### config.mk
export PLATFORM = sky130hd
export DESIGN_NAME = pbpd_ctrl
export DESIGN_NICKNAME = d
export VERILOG_FILES = /design/src/rtl/page_buffer_pool_directory_defines.svh /design/src/rtl/pbpd_pkg.sv /design/src/rtl/pbpd_ctrl.sv
export SDC_FILE = /design/constraint.sdc
export NUM_CORES = 1
export LEC_CHECK = 0
export BUFFER_PORTS_ARGS = -buffer_cell sky130_fd_sc_hd__buf_2
export CAP_MARGIN = 20
export CORE_MARGIN = 1
export CORE_UTILIZATION = 49
export DETAILED_ROUTE_END_ITERATION = 7
export PLACE_DENSITY = 0.82
export SLEW_MARGIN = 20
export SYNTH_ARGS = -nofsm -noshare
export SYNTH_HDL_FRONTEND = slang
export SYNTH_SLANG_ARGS = --single-unit
### constraint.sdc
create_clock -name clk_i -period 3.1 [get_ports clk_i]
set_input_delay 0.62 -clock clk_i [delete_from_list [all_inputs] [get_ports clk_i]]
set_output_delay 0.62 -clock clk_i [all_outputs]
set_load 0.03 [all_outputs]
### src/rtl/page_buffer_pool_directory_defines.svh
// ----------------------------------------------------------------------------
// page buffer pool directory assertion macros
// shared property forms for the directory checks
// ----------------------------------------------------------------------------
`ifndef PAGE_BUFFER_POOL_DIRECTORY_DEFINES_SVH
`define PAGE_BUFFER_POOL_DIRECTORY_DEFINES_SVH

// same-cycle implication
`define PBPD_ASSERT_NOW(lbl, ante, cons, msg) \
  lbl: assert property (@(posedge clk_i) disable iff (!rst_ni) (ante) |-> (cons)) \
    else $error(msg);

// next-cycle implication
`define PBPD_ASSERT_NEXT(lbl, ante, cons, msg) \
  lbl: assert property (@(posedge clk_i) disable iff (!rst_ni) (ante) |=> (cons)) \
    else $error(msg);

`endif

### src/rtl/pbpd_pkg.sv
// ----------------------------------------------------------------------------
// pbpd_pkg
// shared constants and types of the page buffer pool directory
// ----------------------------------------------------------------------------
package pbpd_pkg;

  localparam int NUM_SLOTS = 64;
  localparam int SLOT_W    = $clog2(NUM_SLOTS);
  localparam int CNT_W     = $clog2(NUM_SLOTS + 1);
  localparam int TAG_W     = 56;
  localparam int PIN_W     = 16;

  localparam logic [2:0] OP_READ    = 3'd0;
  localparam logic [2:0] OP_READ_NEW = 3'd1;
  localparam logic [2:0] OP_RELEASE = 3'd2;
  localparam logic [2:0] OP_DIRTY   = 3'd3;
  localparam logic [2:0] OP_FLUSH   = 3'd4;
  localparam logic [2:0] OP_INVAL   = 3'd5;

  localparam logic [2:0] ST_DONE    = 3'd0;
  localparam logic [2:0] ST_NEW     = 3'd1;
  localparam logic [2:0] ST_NO_SLOT = 3'd2;
  localparam logic [2:0] ST_ABSENT  = 3'd3;
  localparam logic [2:0] ST_BAD_TAG = 3'd4;

  typedef enum logic [2:0] {
    TGT_KEEP = 3'd0,
    TGT_HIT  = 3'd1,
    TGT_POP  = 3'd2,
    TGT_PTR  = 3'd3,
    TGT_NEXT = 3'd4
  } tgt_sel_e;

  typedef struct packed {
    logic       ld_in;
    logic       set_status;
    logic [2:0] status;
    logic       set_slot;
    tgt_sel_e   tgt_sel;
    logic       srch_start;
    logic       srch_step;
    logic       tag_rd_tgt;
    logic       pin_inc;
    logic       pin_dec;
    logic       set_dirty;
    logic       clr_dirty;
    logic       inval;
    logic       push;
    logic       pop;
    logic       alloc;
    logic       adv_ptr;
    logic       scan_start;
    logic       scan_step;
    logic       wb_in;
    logic       wb_mem;
    logic       install;
    logic       out_load;
  } cmd_t;

  typedef struct packed {
    logic [2:0] op;
    logic       db_zero;
    logic       match;
    logic       srch_last;
    logic       tgt_tag_vld;
    logic       tgt_pin_nz;
    logic       tgt_dirty;
    logic       tgt_alloc;
    logic       fc_nz;
    logic       fc_full;
    logic       pop_ok;
    logic       scan_last;
    logic       flush_first;
    logic       out_free;
  } sts_t;

endpackage

### src/rtl/pbpd_ctrl.sv
// ----------------------------------------------------------------------------
// pbpd_ctrl
// request sequencer: lookup, victim choice and result hand-off
// ----------------------------------------------------------------------------
module pbpd_ctrl (
  input  logic           clk_i,
  input  logic           rst_ni,
  input  logic           in_valid_i,
  output logic           in_ready_o,
  input  pbpd_pkg::sts_t sts_i,
  output pbpd_pkg::cmd_t cmd_o
);
  import pbpd_pkg::*;

  typedef enum logic [12:0] {
    S_IDLE    = 13'b0000000000001,
    S_DISP    = 13'b0000000000010,
    S_SRCH    = 13'b0000000000100,
    S_HIT     = 13'b0000000001000,
    S_PINRD   = 13'b0000000010000,
    S_PINUPD  = 13'b0000000100000,
    S_MISS    = 13'b0000001000000,
    S_POPCHK  = 13'b0000010000000,
    S_PTR     = 13'b0000100000000,
    S_SCAN    = 13'b0001000000000,
    S_WBRD    = 13'b0010000000000,
    S_INSTALL = 13'b0100000000000,
    S_FIN     = 13'b1000000000000
  } state_e;

  state_e state_q, state_d;
  logic   needs_tag, is_read;

  assign is_read   = (sts_i.op == OP_READ) || (sts_i.op == OP_READ_NEW);
  assign needs_tag = is_read || (sts_i.op == OP_FLUSH) || (sts_i.op == OP_INVAL);

  always_comb begin
    state_d    = state_q;
    cmd_o      = '0;
    in_ready_o = 1'b0;
    case (state_q)
      S_IDLE: begin
        in_ready_o = 1'b1;
        if (in_valid_i) begin
          cmd_o.ld_in = 1'b1;
          state_d     = S_DISP;
        end
      end
      S_DISP: begin
        if (needs_tag && sts_i.db_zero) begin
          cmd_o.set_status = 1'b1;
          cmd_o.status     = ST_BAD_TAG;
          state_d          = S_FIN;
        end else if (sts_i.op == OP_RELEASE) begin
          cmd_o.set_slot = 1'b1;
          state_d        = sts_i.tgt_pin_nz ? S_PINRD : S_FIN;
        end else if (sts_i.op == OP_DIRTY) begin
          if (sts_i.tgt_tag_vld) begin
            cmd_o.set_dirty = 1'b1;
            cmd_o.set_slot  = 1'b1;
          end else begin
            cmd_o.set_status = 1'b1;
            cmd_o.status     = ST_ABSENT;
          end
          state_d = S_FIN;
        end else if (needs_tag) begin
          cmd_o.srch_start = 1'b1;
          state_d          = S_SRCH;
        end else begin
          state_d = S_FIN;
        end
      end
      S_SRCH: begin
        if (sts_i.match) begin
          cmd_o.tgt_sel = TGT_HIT;
          state_d       = S_HIT;
        end else if (sts_i.srch_last) begin
          if (is_read) begin
            state_d = S_MISS;
          end else begin
            cmd_o.set_status = 1'b1;
            cmd_o.status     = ST_ABSENT;
            state_d          = S_FIN;
          end
        end else begin
          cmd_o.srch_step = 1'b1;
        end
      end
      S_HIT: begin
        cmd_o.set_slot = 1'b1;
        if (is_read) begin
          state_d = S_PINRD;
        end else if (sts_i.op == OP_FLUSH) begin
          if (sts_i.tgt_dirty) begin
            cmd_o.wb_in     = 1'b1;
            cmd_o.clr_dirty = 1'b1;
          end
          state_d = S_FIN;
        end else begin
          if (sts_i.tgt_pin_nz) begin
            cmd_o.set_status = 1'b1;
            cmd_o.status     = ST_NO_SLOT;
          end else begin
            cmd_o.wb_in = sts_i.flush_first && sts_i.tgt_dirty;
            cmd_o.inval = 1'b1;
            cmd_o.push  = !sts_i.fc_full;
          end
          state_d = S_FIN;
        end
      end
      S_PINRD: begin
        state_d = S_PINUPD;
      end
      S_PINUPD: begin
        if (sts_i.op == OP_RELEASE) begin
          cmd_o.pin_dec = 1'b1;
        end else begin
          cmd_o.pin_inc = 1'b1;
        end
        state_d = S_FIN;
      end
      S_MISS: begin
        if (sts_i.fc_nz) begin
          cmd_o.pop = 1'b1;
          state_d   = S_POPCHK;
        end else begin
          cmd_o.tgt_sel = TGT_PTR;
          state_d       = S_PTR;
        end
      end
      S_POPCHK: begin
        if (sts_i.pop_ok) begin
          cmd_o.tgt_sel = TGT_POP;
          state_d       = S_INSTALL;
        end else begin
          state_d = S_MISS;
        end
      end
      S_PTR: begin
        if (!sts_i.tgt_alloc) begin
          cmd_o.alloc   = 1'b1;
          cmd_o.adv_ptr = 1'b1;
          state_d       = S_INSTALL;
        end else begin
          cmd_o.scan_start = 1'b1;
          state_d          = S_SCAN;
        end
      end
      S_SCAN: begin
        if (!sts_i.tgt_pin_nz) begin
          if (sts_i.tgt_tag_vld && sts_i.tgt_dirty) begin
            cmd_o.tag_rd_tgt = 1'b1;
            state_d          = S_WBRD;
          end else begin
            cmd_o.adv_ptr = 1'b1;
            state_d       = S_INSTALL;
          end
        end else if (sts_i.scan_last) begin
          cmd_o.set_status = 1'b1;
          cmd_o.status     = ST_NO_SLOT;
          state_d          = S_FIN;
        end else begin
          cmd_o.scan_step = 1'b1;
          cmd_o.tgt_sel   = TGT_NEXT;
        end
      end
      S_WBRD: begin
        cmd_o.wb_mem  = 1'b1;
        cmd_o.adv_ptr = 1'b1;
        state_d       = S_INSTALL;
      end
      S_INSTALL: begin
        cmd_o.install = 1'b1;
        state_d       = S_FIN;
      end
      S_FIN: begin
        if (sts_i.out_free) begin
          cmd_o.out_load = 1'b1;
          state_d        = S_IDLE;
        end
      end
      default: begin
        state_d = S_IDLE;
      end
    endcase
  end

  always_ff @(posedge clk_i or negedge rst_ni) begin
    if (!rst_ni) begin
      state_q <= S_IDLE;
    end else begin
      state_q <= state_d;
    end
  end

endmodule
==> reports/metrics.csv <==
metric,value,unit
status,finished clean,
die_y,52.5,µm
synth_edf_count,0,
vdd_drop_max,0.000290,V
holdCritPathClass,input port to async pin,
synth_ff_type,dfrtp_1,
fin_skew,0.0120,ns
relSlewSlack,71.6,%
postCtsHoldBufs,0,
synth_top_area_cell,dfrtp_1,
critPathKind,flip-flop to primary output,
cp_data_arrival_time,2.38,ns
reg_top3,state_q (13),
combPwrFrac,51.9,%
numCtsBuffers,3,
yosysWarningCount,0,
syn-mean-instance-area,7.45,µm²
p_clk_share,15.4,%
seqPwrFrac,32.7,%
postRouteAntennaNets,0,
fin_crit_sh,96.6,%
num_antenna_cells,0,
hpwlAfterDp,2870,µm
grt_usage,28.1,%
grt_overflow_total,0,
drv_cap,0,
yosysMostFrequentCell,nor2_1,
p_per_area,456,nW/µm²
clk_latency,0.28,ns
clk_pin_slew,0.09,ns
setup_viol,0,
netlist_top_cells_count,"26 x nor2_1, 15 x nor3_1, 14 x nand2_1",
synth_area,1250,µm²
routed_wl,3570,µm
core_area,2320,µm²
worstMarginPinSlew,0.419,ns
htreeDepth,1,
rsz0062_at_grt,no,
clk_path_buf_depth,2,
largest_reg_flops,13,
drt-initial-drc-count,44,
p_sw,324,µW
routabilityCongestion,0.942,
crit_required,2.48,ns
drive_gt1_share,32.1,%
startpoint,state_q[7]$_DFFE_PN0P_,
cts_tree,built,
cts_sinks,13,
synth_nets,187,
r2r_cells,8,
ys_seq_area_share,26.1,%
maxSlewViolCount,0,
grt_pass1_vias,1317,
cts_root_buf,clkbuf_4,
wire_per_inst,14.9,µm
antenna_found_initial,0,
grt_max_degree,14,
vias,1434,
start_kind,flip-flop,
synth_cell_types,50,
p_int,384,µW
dieArea,2760,µm²
synth-seq-cells,13,
port_buffers,46,
timing.rr.start,state_q[7]$_DFFE_PN0P_,
switching_share,45.8,%
syn-instance-count,168,
leakagePower,0.000787,µW
synthTopCellsByArea,"dfrtp_1 24%, nor2_1 7.8%, nor3_1 6.0%, nand2_1 4.2%, nor2b_1 3.5%",
top_register,state_q,
fin_tns_setup,0,ns
grt_pass1_wl,5780,µm
first_pass_iters,4,
viasPerCell,5.98,
start_util,54.0,%
fmax,0.334,GHz
cp_max_fo,8,
cp-end-kind,primary output,
drc,0,
nNetsFinal,232,
synth_top_area_share,24.0,%
utilization,66.9,%
die_x,52.5,µm
area_growth,24.0,%
finalHoldViolations,0,
min_period,3.00,ns
synth-async-reset-ratio,100,%
core.rowCount,17,
io_pins,47,
-- logic make-up after synthesis --
family,count (synthesis),share of synthesized area [%]
AOI/OAI and AO/OA,22,12.8
xor gates and xnor gates,4,2.80
buffers and inverters,17,6.00
DFF,13,26.1
muxes,2,1.70
and+or+nand+nor,110,50.6
-- power by group through the flow --
stage	logic [µW]	clock network, µW	registers, µW
floorplan	282	0	206
global placement	343	0	225
detailed placement	353	0	227
CTS	355	109	224
global route	397	117	236
finish	368	109	231
-- stage by stage --
stage | setup WS (ns) | power (µW) | hold WS, ns | instances | instance area (µm²)
floorplan | 0.129 | 488 | 0.324 | 168 | 1250
global placement | 0.397 | 568 | 0.521 | 236 | 1490
detailed placement | 0.260 | 580 | 0.531 | 236 | 1490
CTS | 0.0594 | 687 | 0.232 | 240 | 1530
global route | 0.0119 | 751 | 0.234 | 240 | 1550
finish | 0.104 | 708 | 0.217 | 240 | 1550
-- final timing paths --
path,slack [ns],end
worst max-delay path,0.10,cmd_o[9]
worst min-delay path,0.22,state_q[12]$_DFFE_PN0P_
worst max register to register,1.00,state_q[12]$_DFFE_PN0P_
worst min register to register,0.70,state_q[5]$_DFFE_PN0P_
max in group asynchronous,2.58,state_q[0]$_DFFE_PN1P_
min in group clk_i,0.57,state_q[7]$_DFFE_PN0P_
-- layout by cell type (no fill, tap or decap), types with 2 or more instances in the layout --
cell      synthesis  routed
nand3_1           7       7
nor4b_1           4       4
nand2b_1          4       4
nor4_1            4       3
nand4b_1          3       3
xnor2_1           2       2
nand2_1          14      14
buf_2             0      46
o21bai_1          3       3
nor3b_1           3       3
and2_1            5       5
xor2_1            2       2
or2_2             4       4
nand4_1           2       2
nor4_4            1       2
a21oi_1           6       6
clkbuf_4          0       3
nor3_1           15      13
inv_1             8       8
buf_4             1       3
nor2_1           26      26
dfrtp_1          12      12
nor2b_1           7       7
-- worst max-delay path, stage by stage (launching register included) --
cell	delay [ns]
dfrtp_1	0.51
nor4_4	0.36
and3_4	0.27
nand4b_1	0.21
or2_2	0.38
nor3_1	0.14
buf_2	0.22
-- routing by layer --
metal,track usage (%),vias to the layer above,routed length (µm)
met4,14.0,0,134
met5,0,-,0
met3,2.03,17,254
li1,-,685,-
met1,35.9,652,1480
met2,47.0,80,1700
-- what timing repair did --
action                                  in CTS  in global routing
endpoints found under the setup margin       2                  6
pin swaps                                    0                  1
resized for setup                            1                  4
buffers inserted                             0                  0
-- cell type report --
type                            count  area (µm²)
Sequential cell                    13         327
Fill cell                         195         767
Tap cell                           28        35.0
Timing Repair Buffer               49         253
Multi-Input combinational cell    138         881
Clock buffer                        4        26.3
Inverter                            8        30.0
Note: power is estimated with default switching activity, not from simulation.
